===== src/rtl/l3d_fifo.sv =====
// Small register-based queue with occupancy count.
module l3d_fifo #(
  parameter int W     = 8,
  parameter int DEPTH = 4
) (
  input  logic                       clk,
  input  logic                       rst_n,
  input  logic                       push,
  output logic                       full,
  input  logic [W-1:0]               din,
  input  logic                       pop,
  output logic                       empty,
  output logic [W-1:0]               dout,
  output logic [$clog2(DEPTH+1)-1:0] count
);

  localparam int PW = (DEPTH > 1) ? $clog2(DEPTH) : 1;
  localparam int CW = $clog2(DEPTH + 1);

  logic [W-1:0]  slot_r [DEPTH];
  logic [PW-1:0] wr_ptr_r, wr_ptr_nxt;
  logic [PW-1:0] rd_ptr_r, rd_ptr_nxt;
  logic [CW-1:0] cnt_r, cnt_nxt;
  logic          do_push, do_pop;

  assign full    = (cnt_r == CW'(DEPTH));
  assign empty   = (cnt_r == '0);
  assign do_push = push && !full;
  assign do_pop  = pop && !empty;
  assign dout    = slot_r[rd_ptr_r];
  assign count   = cnt_r;

  always_comb begin
    wr_ptr_nxt = wr_ptr_r;
    rd_ptr_nxt = rd_ptr_r;
    cnt_nxt    = cnt_r;
    if (do_push) begin
      wr_ptr_nxt = (wr_ptr_r == PW'(DEPTH - 1)) ? '0 : wr_ptr_r + 1'b1;
    end
    if (do_pop) begin
      rd_ptr_nxt = (rd_ptr_r == PW'(DEPTH - 1)) ? '0 : rd_ptr_r + 1'b1;
    end
    if (do_push && !do_pop) begin
      cnt_nxt = cnt_r + 1'b1;
    end else if (do_pop && !do_push) begin
      cnt_nxt = cnt_r - 1'b1;
    end
  end

  always_ff @(posedge clk) begin
    if (!rst_n) begin
      wr_ptr_r <= '0;
      rd_ptr_r <= '0;
      cnt_r    <= '0;
    end else begin
      wr_ptr_r <= wr_ptr_nxt;
      rd_ptr_r <= rd_ptr_nxt;
      cnt_r    <= cnt_nxt;
    end
  end

  always_ff @(posedge clk) begin
    if (do_push) begin
      slot_r[wr_ptr_r] <= din;
    end
  end

endmodule


===== config.mk =====
export PLATFORM = sky130hd
export DESIGN_NAME = l3d_fifo
export DESIGN_NICKNAME = d
export VERILOG_FILES = /design/src/rtl/l3d_fifo.sv
export SDC_FILE = /design/constraint.sdc
export NUM_CORES = 1
export LEC_CHECK = 0
export BUFFER_PORTS_ARGS = -buffer_cell sky130_fd_sc_hd__buf_2
export CAP_MARGIN = 20
export CORE_UTILIZATION = 55
export CTS_CLUSTER_DIAMETER = 150
export DETAILED_ROUTE_END_ITERATION = 10
export PLACE_DENSITY = 0.78
export SETUP_SLACK_MARGIN = 0.15
export SLEW_MARGIN = 20
export SYNTH_ARGS = -nofsm -noshare
export SYNTH_HDL_FRONTEND = slang
export SYNTH_SLANG_ARGS = --single-unit

===== constraint.sdc =====
create_clock -name clk -period 3.7 [get_ports clk]
set_input_delay 0.925 -clock clk [delete_from_list [all_inputs] [get_ports clk]]
set_output_delay 0.925 -clock clk [all_outputs]
set_load 0.005 [all_outputs]

==> results.txt, run 1 <==
Critical path required time: 2.77 ns
Avg Vias per Cell: 5.56
R2r setup slk: 1.36 ns
DP HPWL: 1820 um
Largest cells by area after synthesis: edfxtp_1 (59%), dfxtp_1 (11%), mux4_2 (11%)
CTS Hold Buffers Added: 0
Arr. time, crit path: 1.75 ns
CTS Buffer Depth: 2
DRC violations left: 0
Design Area, Final: 1820 um2
P per Cell Area: 620 nW/um2
Slew headroom: 0.628
Core Region: 2780 um2
# H-tree levels: 2
Async S/R FF share, synth: 0
Yosys reg bits: 41
Worst Tran Pin Value: 0.554 ns
Post-CTS resize count: 0
Post-Syn Instances: 93
Hold Crit Class: flop to flop
Port buffer count: 24
Routed via count: 845
Startpoint Class: flop
Most common cell in the netlist: edfxtp_1
Post-synth EDFFs: 32
Crit path kind: flop to primary output
CP Max Fanout: 8
Post-Syn Area: 1630 um2
Post-CTS setup buffers: 0
Placer Congestion: 0.734
DR WL/cell: 16.9 um
Vias in the first global route: 863
CTS sink count: 41
Crit-path cells: mux4_2 -> buf_2
Synth cell count leaders: edfxtp_1 (32), dfxtp_1 (9), mux4_2 (8)
Pleak: 0.679 nW
Setup TNS: 0 ns
Unrepaired setup endpoints after global routing: false
Layout area overhead: 11.8%
Final ANT Viol Nets: 0
Final setup viols: 0
Max Clock Freq: 374 MHz
WP buf/inv: 1
Maximum VDD drop: 0.479 mV
Pre-Repair DR Iteration Count: 4
Number of DRC markers in iteration 0: 25
Min Tclk post-route: 2.67 ns
Die span in y: 56.4 um
Synthesized Nets: 112
Post-synth top area share: 0.589
Worst skew pair latency: 0.35 ns
Post-synthesis sequential area ratio: 0.700
Final WS setup: 1.03 ns
ANT cells: 0
Starting Density: 0.586
Clk pin slew, worst setup/hold paths: 0.12 ns
First-pass GRT wire length: 4170 um
Share of cells above drive strength 1: 0.331
DRT Wirelength: 2570 um
Yosys warns: 0
Max Slew Vio Count: 0
Ys flop type: edfxtp_1
Cts bufs inserted: 5
Final net count: 139
Number of cell rows: 19
CP max-delay cell: dfxtp_1
Post-synth cell types: 23
GR Overflow Total: 0
# IOs: 25
# Max-Cap Violations: 0
Initial antenna violation count: 0
CTS tree: yes
Placed inst area: 1770 um2
Min Hold Slack: 0.511 ns
Setup slack after placement: 0.873 ns
Critical Path Max Stage Delay: 0.68 ns
Crit. End Element: primary output
Syn Area/Cell: 17.5 um2
Final Hold Violating Endpoints: 0
Largest net degree at the start of global routing: 13
Clock skew: 0.00654 ns
Die area: 3190 um2
Die X: 56.4 um
Final period util: 0.723
Area leader, netlist: edfxtp_1
GR Util All Layers: 0.189
Status: complete, no violations
Clock tree root buffer cell: clkbuf_4
CP top delay family: flip-flops
==> logic make-up (layout without fill, tap and decap cells) <==
family	Yosys count	count (layout)	share of synthesized area
flip-flops	41	41	0.700
XOR/XNOR	2	2	0.0107
AO/OA/AOI/OAI	5	5	0.0184
adder cells (fa/ha/maj)	7	7	0.0583
multiplexers	11	11	0.129
AND/OR/NAND/NOR	20	20	0.0660
buffers and inverters	7	35	0.0176
==> per-stage QoR <==
| stage | util | total power [mW] | std cells |
|---|---|---|---|
| 2_1_floorplan | - | 0.822 | 93 |
| 3_5_place_dp | 0.637 | 0.936 | 144 |
| 6_report | 0.655 | 1.13 | 152 |
| 4_1_cts | 0.655 | 1.14 | 152 |
| 3_3_place_gp | 0.637 | 0.915 | 144 |
| 5_1_grt | 0.655 | 1.19 | 152 |
==> registers in the layout, summed over array words and instances, names as in the netlist, named ones only <==
name and count:
count 3, rd_ptr_r 2, slot_r 32, wr_ptr_r 2
==> routing by layer <==
layer / GRT usage / vias up / wire (um)
met5: 0 / - / 0
met4: 0.115 / 0 / 66
met3: 0.0461 / 8 / 93
met2: 0.311 / 17 / 1330
met1: 0.223 / 418 / 1080
li1: - / 402 / -
==> report_power, final <==
| group | total [mW] | internal, mW | leakage (nW) | switching, mW |
|---|---|---|---|---|
| logic | 0.287 | 0.163 | 0.279 | 0.125 |
| registers | 0.629 | 0.566 | 0.367 | 0.0630 |
| clock network | 0.213 | 0.0725 | 0.0320 | 0.141 |
| total | 1.13 | 0.802 | 0.679 | 0.328 |
==> worst reg2reg max path: cells and delay by family (launching register included) <==
family | cells | cell delay [ns]
flip-flops | 1 | 0.48
AND/OR/NAND/NOR | 3 | 0.78
adder cells (fa/ha/maj) | 2 | 0.64
buffers and inverters | 1 | 0.06
XOR/XNOR | 1 | 0.16
AO/OA/AOI/OAI | 1 | 0.15
==> area by class of cell <==
cell class,instances,area [um2]
Sequential cell,41,1140
Clock inverter,2,10.0
Timing Repair Buffer,24,120
Inverter,3,11.3
Tap cell,31,38.8
Multi-Input combinational cell,45,460
Fill cell,213,958
Clock buffer,6,41.3
==> final timing paths <==
check                                              start                        to  depth (start not counted)
worst max register to register     count[0]$_SDFFE_PN0P_     count[2]$_SDFFE_PN0P_                          8
worst max-delay path                                flop                   dout[2]                          2
worst min-delay path            wr_ptr_r[1]$_SDFFE_PN0P_  wr_ptr_r[1]$_SDFFE_PN0P_                          2
worst min register to register  wr_ptr_r[1]$_SDFFE_PN0P_  wr_ptr_r[1]$_SDFFE_PN0P_                          2
==> placed cells by master (no fill, tap or decap), types with 2 or more instances in the layout <==
cell type  instances
and2_1             5
buf_2             24
clkbuf_4           5
clkinv_2           2
dfxtp_1            9
edfxtp_1          32
ha_1               6
inv_1              3
mux2i_1            3
mux4_2             8
nand2_1            6
nand3_1            2
nor2_1             2
nor2b_1            2
o21ai_0            3
Note: power is estimated with default switching activity, not from simulation.
==> run 2: changes to the inputs <==
ABC_AREA = 1   (was default)
PLACE_DENSITY = 0.77   (was 0.78)
clock period = 2.51 ns   (was 3.7 ns; I/O delays follow)
==> results.txt, run 2 <==
Fillers: 204 (-4.2%)
Share of cells above drive strength 1: 0.224 (-0.107)
Yosys reg bits: 41 (unchanged)
Max reg flops: 32 (unchanged)
P per Cell Area: 998 nW/um2 (+61%)
Largest cells by area after synthesis: edfxtp_1 (57%), dfxtp_1 (11%), nor2_1 (7.3%)
Placed inst area: 1870 um2 (+5.4%)
DRT Wirelength: 2870 um (+12%)
Post-synth top area share: 0.568 (-0.0218)
Worst skew pair latency: 0.34 ns (about the same)
Status: complete, no violations
First-pass GRT wire length: 4790 um (+15%)
DRC violations left: 0 (unchanged)
Clk pin slew, worst setup/hold paths: 0.11 ns (about the same)
CTS tree: yes
Crit path kind: flop to primary output
Largest net degree at the start of global routing: 17 (+4)
Cts bufs inserted: 5 (unchanged)
CTS sink count: 41 (unchanged)
Pre-Repair DR Iteration Count: 4 (unchanged)
Max Slew Vio Count: 0 (unchanged)
# H-tree levels: 2 (unchanged)
Post-Syn Instances: 148 (+59%)
CTS Hold Buffers Added: 0 (unchanged)
Most frequent cells in the layout: nor2_1 (33), edfxtp_1 (32), buf_2 (24)
Async S/R FF share, synth: 0 (unchanged)
# IOs: 25 (unchanged)
Slew headroom: 0.776 (+0.149)
Syn Area/Cell: 11.4 um2 (-35%)
Area leader, netlist: edfxtp_1
Crit. End Element: primary output
CTS Buffer Depth: 2 (unchanged)
Hold path start: din[0]
Final net count: 201 (+45%)
Post-synthesis sequential area ratio: 0.674 (-0.0259)
Post-synth cell types: 18 (-22%)
Yosys warns: 0 (unchanged)
Routed via count: 1,113 (+32%)
Post-CTS resize count: 0 (unchanged)
Avg Vias per Cell: 5.20 (-6.4%)
Post-synth EDFFs: 32 (unchanged)
Starting Density: 0.598 (+0.0123)
Die area: 3300 um2 (+3.7%)
CP Max Fanout: 9 (+1)
Critical path required time: 1.88 ns (-0.89 ns)
Layout area overhead: 15.0%
Die span in y: 57.5 um (+1.8%)
Hold Crit Class: input port to flop
R2r setup slk: 0.63 ns (-0.73 ns)
Synthesized Nets: 167 (+49%)
Design Area, Final: 1950 um2 (+6.8%)
Register area: 1140 um2 (unchanged)
Arr. time, crit path: 1.49 ns (-0.26 ns)
Min Tclk post-route: 2.12 ns
Clock skew: 0.00621 ns (-0.000323 ns)
Clock tree root buffer cell: clkbuf_4
Ys flop type: edfxtp_1
Final period util: 0.843
Worst Tran Pin Value: 0.335 ns (-0.219 ns)
Synth cell count leaders: nor2_1 (33), edfxtp_1 (32), inv_1 (18)
DR WL/cell: 13.4 um (-21%)
Pleak: 0.817 nW (+20%)
Final Hold Violating Endpoints: 0 (unchanged)
Final setup viols: 0 (unchanged)
Number of cell rows: 19 (unchanged)
Die X: 57.5 um (+1.8%)
Reg-to-reg critical path startpoint: count[1]$_SDFFE_PN0P_
ANT cells: 0 (unchanged)
Number of DRC markers in iteration 0: 46 (+84%)
Multi-input logic area: 458 um2 (-0.54%)
GR Util All Layers: 0.203 (+0.0141)
DP HPWL: 2030 um (+11%)
Top reg by flops: slot_r
Placer Congestion: 0.712 (-3.0%)
Final ANT Viol Nets: 0 (unchanged)
Unrepaired setup endpoints after global routing: false
Vias in the first global route: 1,095 (+27%)
Maximum VDD drop: 0.631 mV (+32%)
Startpoint Class: flop
Post-CTS setup buffers: 0 (unchanged)
Initial antenna violation count: 0 (unchanged)
Port buffer count: 24 (unchanged)
Max Clock Freq: 473 MHz
Core Region: 2830 um2 (+1.7%)
# Max-Cap Violations: 0 (unchanged)
GR Overflow Total: 0 (unchanged)
Post-Syn Area: 1690 um2 (+3.8%)
Most common cell after layout, fill and taps aside: nor2_1
Setup TNS: 0 ns (unchanged)
Most common cell in the netlist: nor2_1
==> run 2: cells by family after synthesis <==
logic type / after synthesis / share of synthesized area
AOI/OAI and AO/OA: 28 / 0.0953
adders and majority gates: 7 / 0.0562
buffers and inverters: 21 / 0.0554
DFF: 41 / 0.674
and+or+nand+nor: 51 / 0.119
==> run 2: power breakdown <==
part           total, mW  switching (mW)  internal (mW)
Sequential         0.923          0.0797          0.843
Clock              0.394           0.196          0.198
Combinational      0.626           0.368          0.258
Total               1.94           0.643           1.30
==> run 2: cell type report <==
type,count,area share
flip-flops and latches,41,0.586
inverters,19,0.0366
clock buffers,8,0.0411
repair buffers,29,0.0810
multi-input cells,86,0.235
well taps,31,0.0199
==> run 2: per-stage QoR <==
step                      setup WS (ns)   util  hold slack (ns)  std cells  power, mW
final                             0.394  0.688            0.496        214       1.94
after global routing              0.266  0.688            0.487        214       2.08
after CTS                         0.358  0.688            0.487        214       1.96
after detailed placement          0.528  0.660            0.523        206       1.57
after global placement            0.609  0.660            0.514        206       1.52
after floorplan                   0.764      -            0.501        148       1.33
==> run 2: worst paths after layout <==
kind	endpoint	depth (start not counted)
worst min-delay path	slot_r[1][0]$_DFFE_PP_	1
worst max register to register	count[1]$_SDFFE_PN0P_	9
worst min register to register	count[0]$_SDFFE_PN0P_	2
worst max-delay path	dout[7]	4
==> run 2: worst max-delay path, cell delays in order, from the launching register on <==
cell     delay, ns
dfxtp_1       0.53
inv_1         0.25
o21ai_0       0.14
o22ai_1       0.09
buf_2         0.13
==> run 2: routing by layer <==
layer,vias to the layer above,GRT usage,wire (um)
met2,22,0.370,1600
li1,573,-,-
met3,5,0.0544,116
met1,513,0.217,1120
met4,0,0.0941,42
met5,-,0,0
==> run 3: changes to the inputs <==
clock period = 2 ns   (was 2.51 ns; I/O delays follow)
==> results.txt, run 3 (synthesized netlist as in run 2, its figures left out) <==
Util after Layout: 0.723 (+0.0349)
Unrepaired setup endpoints after global routing: true
Pwr Total: 2.64 mW (+36%)
CP max-delay cell: dfxtp_4
Sequential share of power: 0.449 (-0.026)
# Max-Cap Violations: 0 (unchanged)
Multi-input logic area: 477 um2 (+4.1%)
CP top delay family: adder cells
Max reg flops: 32 (unchanged)
Status: complete, no violations
Hold path start: din[0]
Pleak: 0.860 nW (+5.3%)
Hold Crit Class: input port to flop
Crit. End Element: flop
CTS Buffer Depth: 2 (unchanged)
# H-tree levels: 2 (unchanged)
Critical Path Max Stage Delay: 0.40 ns (-0.13 ns)
Initial antenna violation count: 0 (unchanged)
DRC violations left: 0 (unchanged)
Reg-to-reg critical path startpoint: count[1]$_SDFFE_PN0P_
Hold path cells: 1 (unchanged)
Starting Density: 0.598 (unchanged)
P per Cell Area: 1290 nW/um2 (+29%)
P_sw: 900 uW (+40%)
CP Max Fanout: 4 (-5)
CTS sink count: 41 (unchanged)
Setup TNS: 0 ns (unchanged)
Port buffer count: 24 (unchanged)
Arr. time, crit path: 2.03 ns (+0.54 ns)
CTS tree: yes
Hold EP: slot_r[1][0]$_DFFE_PP_
DRT Wirelength: 3210 um (+12%)
Combinational group share of total power: 0.360 (+0.038)
Final Hold Violating Endpoints: 0 (unchanged)
Worst Tran Pin Value: 0.267 ns (-0.0677 ns)
Final setup viols: 0 (unchanged)
Fillers: 199 (-2.5%)
R2r endpoint: count[2]$_SDFFE_PN0P_
Max Slew Vio Count: 0 (unchanged)
Startpoint Class: flop
Die area: 3300 um2 (unchanged)
Min Tclk post-route: 1.79 ns
Most frequent CP cell: inv_1
Clock tree root buffer cell: clkbuf_4
Maximum VDD drop: 0.827 mV (+31%)
Vias in the first global route: 1,069 (-2.4%)
Top reg by flops: slot_r
Slew headroom: 0.820 (+0.0436)
Final ANT Viol Nets: 0 (unchanged)
Final net count: 208 (+3.5%)
Register area: 1160 um2 (+1.3%)
Number of DRC markers in iteration 0: 43 (-6.5%)
DR WL/cell: 14.5 um (+8.3%)
R2r worst-path depth: 13 (+4)
Cts bufs inserted: 5 (unchanged)
Final period util: 0.893
Clock skew: 0.0132 ns (+0.00704 ns)
Pre-Repair DR Iteration Count: 4 (unchanged)
GR Overflow Total: 0 (unchanged)
Most frequent cells in the layout: nor2_1 (32), edfxtp_1 (32), buf_2 (24)
ANT cells: 0 (unchanged)
Worst skew pair latency: 0.34 ns (about the same)
GR Util All Layers: 0.204 (+0.000681)
R2r setup slk: 0.21 ns (-0.42 ns)
Largest net degree at the start of global routing: 17 (unchanged)
Core Region: 2830 um2 (unchanged)
DP HPWL: 1920 um (-5.6%)
First-pass GRT wire length: 4820 um (+0.73%)
Die X: 57.5 um (unchanged)
Avg Vias per Cell: 5.40 (+3.8%)
Crit-path cells: nor2_4 -> nand2_2 -> nand2_2 -> inv_1 -> ha_1 -> inv_2 -> fa_1 -> inv_1 -> nand2_1 -> nand3_1 -> nand2_1 -> inv_1 -> nor2_1
Critical path required time: 2.25 ns (+0.37 ns)
Share of cells above drive strength 1: 0.316 (+0.0917)
Routed via count: 1,193 (+7.2%)
Layout area overhead: 20.8%
Crit path kind: flop to flop
Number of cell rows: 19 (unchanged)
# IOs: 25 (unchanged)
Clock share of power: 0.191 (-0.012)
Net Sw Frac: 0.341 (+0.00968)
Clk pin slew, worst setup/hold paths: 0.13 ns (+0.02 ns)
Max Clock Freq: 560 MHz
Placer Congestion: 0.745 (+4.6%)
WP buf/inv: 4 (+2)
Internal power: 1.74 mW (+34%)
Die span in y: 57.5 um (unchanged)
## run 3: changes by cell type in the layout (fill, tap and decap cells not counted), moves of 2 or more
cell,previous run,this run
dfxtp_4,0,4
nand2_2,1,4
inv_1,18,16
inv_4,0,2
buf_4,5,11
o21ai_0,14,9
o21ai_1,1,5
dfxtp_1,9,5
nand2_1,14,11
## run 3: worst max-delay path by stage
stage | cells after the start | startpoint | slack, ns | end
floorplan | 9 | count[1]$_SDFFE_PN0P_ | 0.28 | count[1]$_SDFFE_PN0P_
global placement | 8 | push | 0.21 | count[1]$_SDFFE_PN0P_
detailed placement | 9 | count[1]$_SDFFE_PN0P_ | 0.09 | count[1]$_SDFFE_PN0P_
CTS | 4 | flop | 0.15 | dout[4]
global route | 13 | count[1]$_SDFFE_PN0P_ | 0.11 | count[2]$_SDFFE_PN0P_
finish | 13 | count[1]$_SDFFE_PN0P_ | 0.21 | count[2]$_SDFFE_PN0P_
## run 3: final cells by class
class	instances	area share
Clock inverter	1	0.00306
Clock buffer	7	0.0373
Sequential cell	41	0.565
Tap cell	31	0.0190
Timing Repair Buffer	36	0.105
Inverter	19	0.0379
Multi-Input combinational cell	86	0.233
## run 3: repair_timing
item / 4_1_cts / 5_1_grt
hold buffers: 0 / 0
pin swaps: 1 / 3
resized for setup: 9 / 14
gates cloned: 0 / 0
endpoints found under the setup margin: 10 / 8
setup buffers: 3 / 4
## run 3: layer usage
layer,vias to the layer above,global-route usage,share of wire
li1,588,-,-
met1,563,0.242,0.40
met2,34,0.339,0.54
met3,8,0.0612,0.042
met4,0,0.0976,0.024
met5,-,0,0
## run 3: power groups by stage
stage / Sequential (mW) / Clock [mW] / Combinational [mW]
after floorplan: 1.16 / 0 / 0.519
after global placement: 1.17 / 0 / 0.746
after detailed placement: 1.18 / 0 / 0.783
after CTS: 1.17 / 0.521 / 0.847
after global routing: 1.20 / 0.552 / 1.06
final: 1.18 / 0.505 / 0.950
## run 3: worst register-to-register path: stages, from the launching register on
cell,delay [ns]
dfxtp_4,0.40
nor2_4,0.05
nand2_2,0.09
nand2_2,0.08
inv_1,0.08
ha_1,0.18
inv_2,0.06
fa_1,0.39
inv_1,0.09
nand2_1,0.07
nand3_1,0.07
nand2_1,0.05
inv_1,0.04
nor2_1,0.03
## run 3: per-stage QoR
stage | std cells | worst slack [ns] | cell area (um2) | hold WS, ns
after floorplan | 148 | 0.284 | 1690 | 0.501
after global placement | 206 | 0.211 | 1870 | 0.506
after detailed placement | 206 | 0.0941 | 1870 | 0.520
after CTS | 217 | 0.152 | 1990 | 0.343
after global routing | 221 | 0.108 | 2050 | 0.352
final | 221 | 0.214 | 2050 | 0.363
