`src/rtl/l3d_pkg.sv`:
```
// Shared types and constants of the 3D color table interpolator.
package l3d_pkg;

  // Configuration port.
  localparam int CFG_IDX_W = 1;
  localparam int CFG_DATA_W = 5;

  typedef enum logic [CFG_IDX_W-1:0] {
    REG_LUT_SIZE = 1'b0,
    REG_BYPASS   = 1'b1
  } l3d_reg_t;

  // Table size after reset.
  localparam int LUT_SIZE_RST = 17;

  // Queue depths between front and back, and in front of the result port.
  localparam int CMD_DEPTH = 4;
  localparam int OUT_DEPTH = 8;
  localparam int OUT_CNT_W = $clog2(OUT_DEPTH + 1);

  // Number of cube corners read per sample.
  localparam int CORNERS = 8;

  // Classification of one beat travelling from front to back.
  typedef struct packed {
    logic load;
    logic byp;
  } l3d_ctrl_t;

endpackage

```
`src/rtl/l3d_front.sv`:
```
// Front end: accepts beats, clamps and scales colors, forms corner addresses.
module l3d_front #(
  parameter int LUT_MAX_SIZE = 17,
  parameter int CHANNEL_BITS = 16
) (
  input  logic                                  clk,
  input  logic                                  rst_n,
  input  logic                                  in_push,
  output logic                                  in_full,
  input  logic                                  in_req_type,
  input  logic [$clog2(LUT_MAX_SIZE**3)-1:0]    in_entry_index,
  input  logic [CHANNEL_BITS-1:0]               in_entry_red,
  input  logic [CHANNEL_BITS-1:0]               in_entry_green,
  input  logic [CHANNEL_BITS-1:0]               in_entry_blue,
  input  logic signed [CHANNEL_BITS+1:0]        in_red,
  input  logic signed [CHANNEL_BITS+1:0]        in_green,
  input  logic signed [CHANNEL_BITS+1:0]        in_blue,
  input  logic [$clog2(LUT_MAX_SIZE+1)-1:0]     size_eff,
  input  logic [$clog2(LUT_MAX_SIZE+1)-1:0]     size_m1,
  input  logic [2*$clog2(LUT_MAX_SIZE+1)-1:0]   size_sq,
  input  logic                                  byp,
  output logic                                  q_push,
  input  logic                                  q_full,
  output l3d_pkg::l3d_ctrl_t                    q_ctrl,
  output logic [7:0][$clog2(LUT_MAX_SIZE**3)-1:0] q_addr,
  output logic [2:0][CHANNEL_BITS-1:0]          q_frac,
  output logic [2:0][CHANNEL_BITS-1:0]          q_color
);

  localparam int CB    = CHANNEL_BITS;
  localparam int IW    = CHANNEL_BITS + 2;
  localparam int DEPTH = LUT_MAX_SIZE**3;
  localparam int AW    = $clog2(DEPTH);
  localparam int SW    = $clog2(LUT_MAX_SIZE + 1);
  localparam int FW    = CB + 1 + SW;

  logic [2:0][IW-1:0] cin;
  logic               en, accept, load_ok;

  // Stage A: clamped and scaled channels.
  logic               a_vld_r;
  l3d_pkg::l3d_ctrl_t a_ctrl_r;
  logic [AW-1:0]      a_idx_r;
  logic [2:0][CB-1:0] a_color_r, a_color_nxt;
  logic [2:0][FW-1:0] a_f_r, a_f_nxt;

  // Stage B: per-axis address terms for the low and high neighbor.
  logic                    b_vld_r;
  l3d_pkg::l3d_ctrl_t      b_ctrl_r;
  logic [AW-1:0]           b_idx_r;
  logic [2:0][CB-1:0]      b_color_r;
  logic [2:0][CB-1:0]      b_frac_r, b_frac_nxt;
  logic [2:0][1:0][AW-1:0] b_term_r, b_term_nxt;

  assign cin     = {in_blue, in_green, in_red};
  assign en      = !(b_vld_r && q_full);
  assign in_full = !en;
  assign accept  = in_push && en;
  // Loads beyond the table are dropped here.
  assign load_ok = (32'(in_entry_index) < DEPTH);

  always_comb begin
    for (int k = 0; k < 3; k++) begin
      logic [CB:0] cl;
      logic [CB-1:0] sat;
      if (cin[k][IW-1]) begin
        cl  = '0;
        sat = '0;
      end else if (|cin[k][IW-2:CB]) begin
        cl  = {1'b1, {CB{1'b0}}};
        sat = '1;
      end else begin
        cl  = {1'b0, cin[k][CB-1:0]};
        sat = cin[k][CB-1:0];
      end
      a_f_nxt[k]     = FW'(cl) * FW'(size_m1);
      a_color_nxt[k] = sat;
    end
    if (!in_req_type) begin
      a_color_nxt = {in_entry_blue, in_entry_green, in_entry_red};
    end
  end

  always_comb begin
    for (int k = 0; k < 3; k++) begin
      logic [SW-1:0]   i0, i1;
      logic [SW:0]     i0p;
      logic [2*SW-1:0] scale;
      i0  = SW'(a_f_r[k][FW-1:CB]);
      i0p = {1'b0, i0} + 1'b1;
      i1  = (i0p < {1'b0, size_m1}) ? i0p[SW-1:0] : size_m1;
      if (i0 > size_m1) begin
        i0 = size_m1;
      end
      case (k)
        0:       scale = (2*SW)'(1);
        1:       scale = (2*SW)'(size_eff);
        default: scale = size_sq;
      endcase
      b_term_nxt[k][0] = AW'(32'(i0) * 32'(scale));
      b_term_nxt[k][1] = AW'(32'(i1) * 32'(scale));
      b_frac_nxt[k]    = a_f_r[k][CB-1:0];
    end
  end

  always_ff @(posedge clk) begin
    if (!rst_n) begin
      a_vld_r <= 1'b0;
      b_vld_r <= 1'b0;
    end else if (en) begin
      a_vld_r <= accept && (in_req_type || load_ok);
      b_vld_r <= a_vld_r;
    end
  end

  always_ff @(posedge clk) begin
    if (en) begin
      a_ctrl_r.load <= !in_req_type;
      a_ctrl_r.byp  <= byp;
      a_idx_r       <= in_entry_index;
      a_color_r     <= a_color_nxt;
      a_f_r         <= a_f_nxt;
      b_ctrl_r      <= a_ctrl_r;
      b_idx_r       <= a_idx_r;
      b_color_r     <= a_color_r;
      b_frac_r      <= b_frac_nxt;
      b_term_r      <= b_term_nxt;
    end
  end

  always_comb begin
    for (int c = 0; c < 8; c++) begin
      q_addr[c] = b_term_r[0][c % 2] + b_term_r[1][(c / 2) % 2] + b_term_r[2][c / 4];
    end
    if (b_ctrl_r.load) begin
      q_addr[0] = b_idx_r;
    end
  end

  assign q_push  = b_vld_r && !q_full;
  assign q_ctrl  = b_ctrl_r;
  assign q_frac  = b_frac_r;
  assign q_color = b_color_r;

endmodule

```
`config.mk`:
```
export PLATFORM = sky130hd
export DESIGN_NAME = l3d_front
export DESIGN_NICKNAME = d
export VERILOG_FILES = /design/src/rtl/l3d_pkg.sv /design/src/rtl/l3d_front.sv
export SDC_FILE = /design/constraint.sdc
export NUM_CORES = 1
export LEC_CHECK = 0
export BUFFER_PORTS_ARGS = -buffer_cell sky130_fd_sc_hd__buf_2
export CAP_MARGIN = 20
export CORE_MARGIN = 4
export CORE_UTILIZATION = 65
export CTS_CLUSTER_DIAMETER = 150
export DETAILED_ROUTE_END_ITERATION = 12
export GPL_ROUTABILITY_DRIVEN = 0
export MAX_ROUTING_LAYER = met4
export PLACE_DENSITY = 0.89
export SLEW_MARGIN = 10
export SYNTH_ARGS = -nofsm -noshare
export SYNTH_HDL_FRONTEND = slang
export SYNTH_SLANG_ARGS = --single-unit
```
`constraint.sdc`:
```
create_clock -name clk -period 20.1 [get_ports clk]
set_input_delay 4.02 -clock clk [delete_from_list [all_inputs] [get_ports clk]]
set_output_delay 4.02 -clock clk [all_outputs]
set_load 0.005 [all_outputs]
```
==> flow_metrics.env, run 1 <==
export IMPL_switching_share=0.446
export IMPL_worstSetupStartpointType="input port"
export IMPL_ys_ff_latch=295
export IMPL_die_area_um2=45300
export IMPL_track_usage=0.331
export IMPL_relSlewSlack=0.290
export IMPL_cp_top_family="adder cells"
export IMPL_power_mw=4.44
export IMPL_clock_skew_final_ps=20.1
export IMPL_finalSetupTns_ps=0
export IMPL_clk_path_buf_depth=3
export IMPL_cts_tree="done"
export IMPL_avgSynthCellArea_um2=10.2
export IMPL_final_util=0.743
export IMPL_cp_data_arrival_time_ps=10540
export IMPL_hold_depth=0
export IMPL_max_freq_mhz=97.8
export IMPL_seqPwrFrac=0.219
export IMPL_synthTopCellsByArea="edfxtp_1 (32%), fa_1 (15%), ha_1 (14%)"
export IMPL_ant_nets=0
export IMPL_path_max_fanout=58
export IMPL_cpPeakStageDelay_ps=770
export IMPL_fp_dieW_um=213
export IMPL_wire_per_inst_um=20.7
export IMPL_timing_reg2reg_setup_slack_ps=13610
export IMPL_crit_slowest_cell="buf_2"
export IMPL_slew_viol_final=0
export IMPL_power_density_nw_per_um2=145
export IMPL_start_util=0.663
export IMPL_switching_power_mw=1.98
export IMPL_synth_top_area_cell="edfxtp_1"
export IMPL_cts_reportedPaths_clkPinSlew_ps=70
export IMPL_grt_pass1_vias=22600
export IMPL_max_cap_violations=0
export IMPL_path_buf_inv=5
export IMPL_power_leakage_nw=15.3
export IMPL_synth_main_ff_cell="edfxtp_1"
export IMPL_synthArstFlopShare=0
export IMPL_syn_to_final_growth_pct=12.1
export IMPL_syn_inst=2663
export IMPL_cts_hold_buffers=0
export IMPL_ctsResizeCount=0
export IMPL_drc=0
export IMPL_r2r_start="a_f_r[60]"
export IMPL_num_rows=74
export IMPL_hold_viol_final=0
export IMPL_grt_pass1_wl_um=117000
export IMPL_pwr_share_clk=0.134
export IMPL_end_kind="flop"
export IMPL_ir_drop_v=0.000136
export IMPL_cts_root_buffer="clkbuf_16"
export IMPL_drtIter0Drc=2063
export IMPL_grt_max_degree=97
export IMPL_fillCellCount=2654
export IMPL_numCtsBuffers=30
export IMPL_core_area_um2=41100
export IMPL_synth_distinct_cells=73
export IMPL_power_internal_mw=2.46
export IMPL_final_layout_size_suffix_gt1_frac=0.146
export IMPL_synth_edf_count=293
export IMPL_setup_viol=0
export IMPL_port_buffer_count=344
export IMPL_critPathKind="input port to flop"
export IMPL_hpwl_um=56700
export IMPL_crit_chain="buf_2 -> inv_1 -> ha_1 -> and4_1 -> a21oi_1 -> o31a_1 -> mux2i_1 -> nor2b_1 -> fa_1 -> fa_1 -> inv_1 -> fa_1 -> inv_1 -> ha_1 -> inv_1 -> nor2_1 -> nor3_1 -> nor2_1 -> o41ai_1 -> o21ai_0 -> xnor3_1"
export IMPL_status="finished clean"
export IMPL_drtPass1Iterations=6
export IMPL_fin_nets=3633
export IMPL_routed_via_count=22000
export IMPL_synth_nets=3312
export IMPL_post_cts_buffers=0
export IMPL_clock_sinks=295
export IMPL_rr_worst_depth=21
export IMPL_final_cells=3544
export IMPL_min_to="q_color[34]"
export IMPL_worstPathRequired_ps=20420
export IMPL_grt_overflow=0
export IMPL_worst_pin_slew_ps=1070
export IMPL_period_share=0.508
export IMPL_htreeDepth=1
export IMPL_insertion_delay_ps=580
export IMPL_fin_crit_ps=10220
export IMPL_antenna_found_initial=4
export IMPL_hp_start="a_color_r[34]"
export IMPL_crit_top_cell="inv_1"
export IMPL_r2r_end="b_term_r[77]"
export IMPL_vias_per_cell=6.22
export IMPL_dieHeight_um=213
export IMPL_synth_seq_area_share=0.324
export IMPL_rsz0062_at_grt="no"
export IMPL_p_comb_frac=0.647
export IMPL_dp_cells=3484
export IMPL_yosys_warnings=0
export IMPL_hold_path_class="flop to flop"
export IMPL_synth_area_um2=27200
export IMPL_yosysTopAreaCellShare=0.323
export IMPL_io_pins=345
export IMPL_drt_total_wl_um=73300
## metal layers
layer / vias to the layer above / track usage / share of wire
met3: 292 / 0.0482 / 0.091
met1: 10600 / 0.415 / 0.37
met2: 1267 / 0.539 / 0.48
met4: 0 / 0.150 / 0.053
li1: 9920 / - / -
met5: - / - / 0
## area by class of cell
cell class / count / area (um2) / share of cell area
Sequential cell: 295 / 8840 / 0.289
Clock buffer: 32 / 779 / 0.0255
Tap cell: 532 / 666 / 0.0218
Clock inverter: 23 / 262 / 0.00856
Inverter: 255 / 957 / 0.0313
Multi-Input combinational cell: 2041 / 17200 / 0.563
Antenna cell: 5 / 12.5 / 0.000410
Timing Repair Buffer: 361 / 1850 / 0.0605
## cell usage in the layout (no fill, tap or decap), drive strengths merged, types with 6 or more instances in the layout
master / n
a211oi: 7
a21o: 58
a21oi: 131
a31oi: 10
a41oi: 7
and2: 48
and3: 120
buf: 361
clkbuf: 32
clkinv: 14
edfxtp: 293
fa: 208
ha: 300
inv: 258
mux2: 13
mux2i: 12
nand2: 294
nand2b: 33
nand3: 45
nand4: 6
nor2: 144
nor2b: 87
nor3: 41
o211ai: 13
o21a: 29
o21ai: 69
o21bai: 20
o31ai: 57
o41ai: 8
or3: 8
xnor2: 139
xor2: 66
## cell usage after synthesis, types with 33 or more instances
master      n
ha_1      300
nand2_1   294
edfxtp_1  293
inv_1     253
fa_1      208
nor2_1    144
xnor2_1   139
a21oi_1   130
and3_1    120
nor2b_1    87
o21ai_0    68
xor2_1     66
a21o_1     57
o31ai_1    57
clkbuf_1   51
and2_1     48
nand3_1    45
nor3_1     40
nand2b_1   33
## cell families (layout without fill, tap and decap cells)
logic type               count (synthesis)  in the layout  share of synthesized area
AO/OA/AOI/OAI                          455            455                      0.111
buffers and inverters                  327            671                     0.0451
other                                    0              5                          0
multiplexers                            25             25                    0.00978
adder cells (fa/ha/maj)                508            508                      0.291
AND/OR/NAND/NOR                        846            846                      0.151
flip-flops                             295            295                      0.324
XOR/XNOR                               207            207                     0.0675
## flip-flops by register name, indices dropped and copies added, names as in the netlist
name / count
q_color: 48
a_idx_r: 13
a_vld_r: 1
a_ctrl_r: 2
b_idx_r: 13
q_frac: 48
q_ctrl: 2
a_color_r: 48
a_f_r: 63
b_vld_r: 1
b_term_r: 56
## power groups by stage
| stage | logic [mW] | registers [mW] | clock network [mW] |
|---|---|---|---|
| global route | 3.16 | 0.979 | 0.626 |
| detailed placement | 2.80 | 0.977 | 0 |
| global placement | 2.69 | 0.973 | 0 |
| floorplan | 1.87 | 0.915 | 0 |
| CTS | 2.83 | 0.967 | 0.601 |
| finish | 2.87 | 0.973 | 0.596 |
## worst max path at each step
stage                           from           end  slack, ps  cells after the start
final                     size_m1[1]  b_term_r[64]       9880                     21
after global routing      size_m1[1]  b_term_r[77]       9490                     20
after CTS                 size_m1[1]  b_term_r[64]       9990                     21
after detailed placement  size_m1[1]  b_term_r[64]       9420                     21
after global placement    size_m1[1]  b_term_r[64]       9820                     21
after floorplan               q_full       in_full       5190                      2
## through the flow
stage	area [um2]	worst slack (ps)	hold WS (ps)
floorplan	27200	5190	400
finish	30600	9880	408
CTS	30500	9990	414
global route	30600	9490	421
global placement	29500	9820	401
detailed placement	29500	9420	405
## worst register-to-register path: cells and delay by family (launching register included)
family	cells	cell delay, ps
AO/OA/AOI/OAI	8	1600
buffers and inverters	1	50
adder cells (fa/ha/maj)	6	2450
AND/OR/NAND/NOR	3	400
flip-flops	1	480
multiplexers	1	700
XOR/XNOR	2	560
No activity file was read; power rests on OpenSTA's default activity.
==> run 2, diff against run 1 <==
ABC_AREA = 1   (was default)
CORE_UTILIZATION = 55   (was 65)
PLACE_DENSITY = 0.8   (was 0.89)
clock period = 8.5 ns   (was 20.1 ns; I/O delays follow)
==> flow_metrics.env, run 2 <==
export IMPL_ys_ff_latch=295
export IMPL_io_pins=345
export IMPL_syn_inst=3142
export IMPL_yosys_warnings=0
export IMPL_crit_chain="buf_2 -> inv_1 -> ha_1 -> nand2_1 -> inv_1 -> nand3_1 -> nand3_2 -> o21ai_2 -> inv_1 -> nor2_1 -> fa_1 -> fa_1 -> inv_1 -> fa_1 -> inv_1 -> ha_1 -> a21oi_1 -> o21ai_0 -> nand2_1 -> nand3_1 -> a31oi_1 -> inv_1 -> nand3_1 -> nand2_1"
export IMPL_fin_nets=4127
export IMPL_die_area_um2=53900
export IMPL_power_leakage_nw=16.2
export IMPL_synth_main_ff_cell="edfxtp_1"
export IMPL_max_freq_mhz=156
export IMPL_hpwl_um=57500
export IMPL_clock_skew_final_ps=38.0
export IMPL_cts_root_buffer="clkbuf_16"
export IMPL_crit_top_cell="inv_1"
export IMPL_final_util=0.633
export IMPL_vias_per_cell=5.46
export IMPL_insertion_delay_ps=570
export IMPL_synthArstFlopShare=0
export IMPL_synth_distinct_cells=45
export IMPL_port_buffer_count=344
export IMPL_hold_path_class="flop to flop"
export IMPL_grt_pass1_wl_um=115000
export IMPL_relSlewSlack=0.335
export IMPL_htreeDepth=2
export IMPL_crit_slowest_cell="fa_1"
export IMPL_rsz0062_at_grt="no"
export IMPL_drtIter0Drc=1799
export IMPL_power_density_nw_per_um2=351
export IMPL_cpPeakStageDelay_ps=540
export IMPL_cts_hold_buffers=0
export IMPL_switching_share=0.468
export IMPL_multiInputGateArea_um2=16900
export IMPL_power_internal_mw=5.83
export IMPL_critPathKind="input port to flop"
export IMPL_grt_overflow=0
export IMPL_end_kind="flop"
export IMPL_fin_crit_ps=6430
export IMPL_finalSetupTns_ps=0
export IMPL_ctsResizeCount=0
export IMPL_slew_viol_final=0
export IMPL_seqPwrFrac=0.211
export IMPL_path_max_fanout=11
export IMPL_core_area_um2=49400
export IMPL_post_cts_buffers=0
export IMPL_wire_per_inst_um=17.2
export IMPL_yosysTopAreaCellShare=0.318
export IMPL_drc=0
export IMPL_track_usage=0.274
export IMPL_dieHeight_um=232
export IMPL_cts_reportedPaths_clkPinSlew_ps=60
export IMPL_drt_total_wl_um=71700
export IMPL_synth_common_cells="nand2_1 (636), inv_1 (439), nor2_1 (382)"
export IMPL_status="finished clean"
export IMPL_final_cell_mix="nand2_1 (635), inv_1 (439), nor2_1 (382)"
export IMPL_yosysMostFrequentCell="nand2_1"
export IMPL_layout_commonest_cell="nand2_1"
export IMPL_avgSynthCellArea_um2=8.80
export IMPL_period_share=0.756
export IMPL_grt_max_degree=165
export IMPL_pwr_share_clk=0.135
export IMPL_clk_path_buf_depth=3
export IMPL_fillCellCount=4122
export IMPL_largest_reg_flops=63
export IMPL_worstSetupStartpointType="input port"
export IMPL_max_cap_violations=0
export IMPL_synth_area_um2=27700
export IMPL_routed_via_count=22800
export IMPL_fp_dieW_um=232
export IMPL_hold_viol_final=0
export IMPL_setup_viol=0
export IMPL_start_util=0.560
export IMPL_synth_nets=3791
export IMPL_syn_to_final_growth_pct=12.9
export IMPL_final_layout_size_suffix_gt1_frac=0.128
export IMPL_cp_data_arrival_time_ps=6750
export IMPL_switching_power_mw=5.13
export IMPL_synth_top_area_cell="edfxtp_1"
export IMPL_grt_pass1_vias=22400
export IMPL_num_rows=81
export IMPL_worstPathRequired_ps=8820
export IMPL_synthTopCellsByArea="edfxtp_1 (32%), fa_1 (15%), ha_1 (14%)"
export IMPL_numCtsBuffers=36
export IMPL_ant_nets=0
export IMPL_ir_drop_v=0.000242
export IMPL_clock_sinks=295
export IMPL_worst_pin_slew_ps=998
export IMPL_synth_edf_count=293
export IMPL_p_comb_frac=0.654
export IMPL_reg_top3="a_f_r x63, b_term_r x56"
export IMPL_antenna_found_initial=2
export IMPL_drtPass1Iterations=6
export IMPL_largest_register="a_f_r"
export IMPL_synth_seq_area_share=0.320
export IMPL_layout_area_seq_um2=8840
export IMPL_cts_tree="done"
run 2: changes by cell type after synthesis, moves of 33 or more:
cell,change
and3_1,-120
o21ai_0,+65
inv_1,+186
nand2_1,+342
nand2b_1,-33
nand3_1,+74
xnor2_1,-92
a21o_1,-40
nor2b_1,-87
a21oi_1,+64
xor2_1,+89
o31ai_1,-50
and2_1,-45
nor2_1,+238
run 2: layer usage:
| metal | wire [um] | GRT usage | vias to the layer above | part of all wire |
|---|---|---|---|---|
| met1 | 28700 | 0.337 | 10700 | 0.40 |
| met3 | 5560 | 0.0428 | 190 | 0.078 |
| li1 | - | - | 11000 | - |
| met5 | 0 | - | - | 0 |
| met4 | 3010 | 0.100 | 0 | 0.042 |
| met2 | 34400 | 0.461 | 936 | 0.48 |
run 2: critical path: cells and delay by family:
family / cells / cell delay [ps]
AND/OR/NAND/NOR: 8 / 980
buffers and inverters: 7 / 920
AO/OA/AOI/OAI: 4 / 880
adder cells (fa/ha/maj): 5 / 2240
run 2: cells by family after synthesis:
| kind of cell | Yosys count | synth area share |
|---|---|---|
| xor+xnor | 202 | 0.0640 |
| fa+ha+maj | 508 | 0.286 |
| simple gates | 1236 | 0.182 |
| flops | 295 | 0.320 |
| buf+inv | 499 | 0.0685 |
| compound gates | 402 | 0.0794 |
run 2: cell type report:
cell class / instances / area share
Clock buffer: 46 / 0.0311
Timing Repair Buffer: 355 / 0.0582
Tap cell: 664 / 0.0266
Inverter: 442 / 0.0532
Antenna cell: 2 / 0.000160
Multi-Input combinational cell: 2348 / 0.543
Sequential cell: 295 / 0.283
Clock inverter: 19 / 0.00513
run 2: path summary, 6_finish.rpt:
path	start	endpoint	slack (ps)	cells after the start
worst min-delay path	a_color_r[37]	q_color[37]	410	0
worst max register to register	a_f_r[62]	b_term_r[77]	2650	25
worst max-delay path	size_m1[2]	b_term_r[77]	2070	24
worst min register to register	a_color_r[37]	q_color[37]	410	0
run 2: stage by stage:
step | hold slack (ps) | cell area, um2 | setup WS, ps | power, mW | instances
floorplan | 400 | 27700 | 1270 | 7.01 | 3142
global placement | 400 | 30100 | 1740 | 9.24 | 4103
detailed placement | 405 | 30100 | 1540 | 9.41 | 4103
CTS | 411 | 31200 | 2130 | 10.9 | 4168
global route | 412 | 31200 | 1710 | 12.0 | 4171
finish | 410 | 31200 | 2070 | 11.0 | 4171
run 2: power groups by stage:
stage          Combinational [mW]  Sequential, mW  Clock (mW)
5_1_grt                      8.04            2.33        1.58
3_5_place_dp                 7.07            2.34           0
6_report                     7.16            2.31        1.48
2_1_floorplan                4.81            2.20           0
3_3_place_gp                 6.91            2.33           0
4_1_cts                      7.11            2.31        1.51
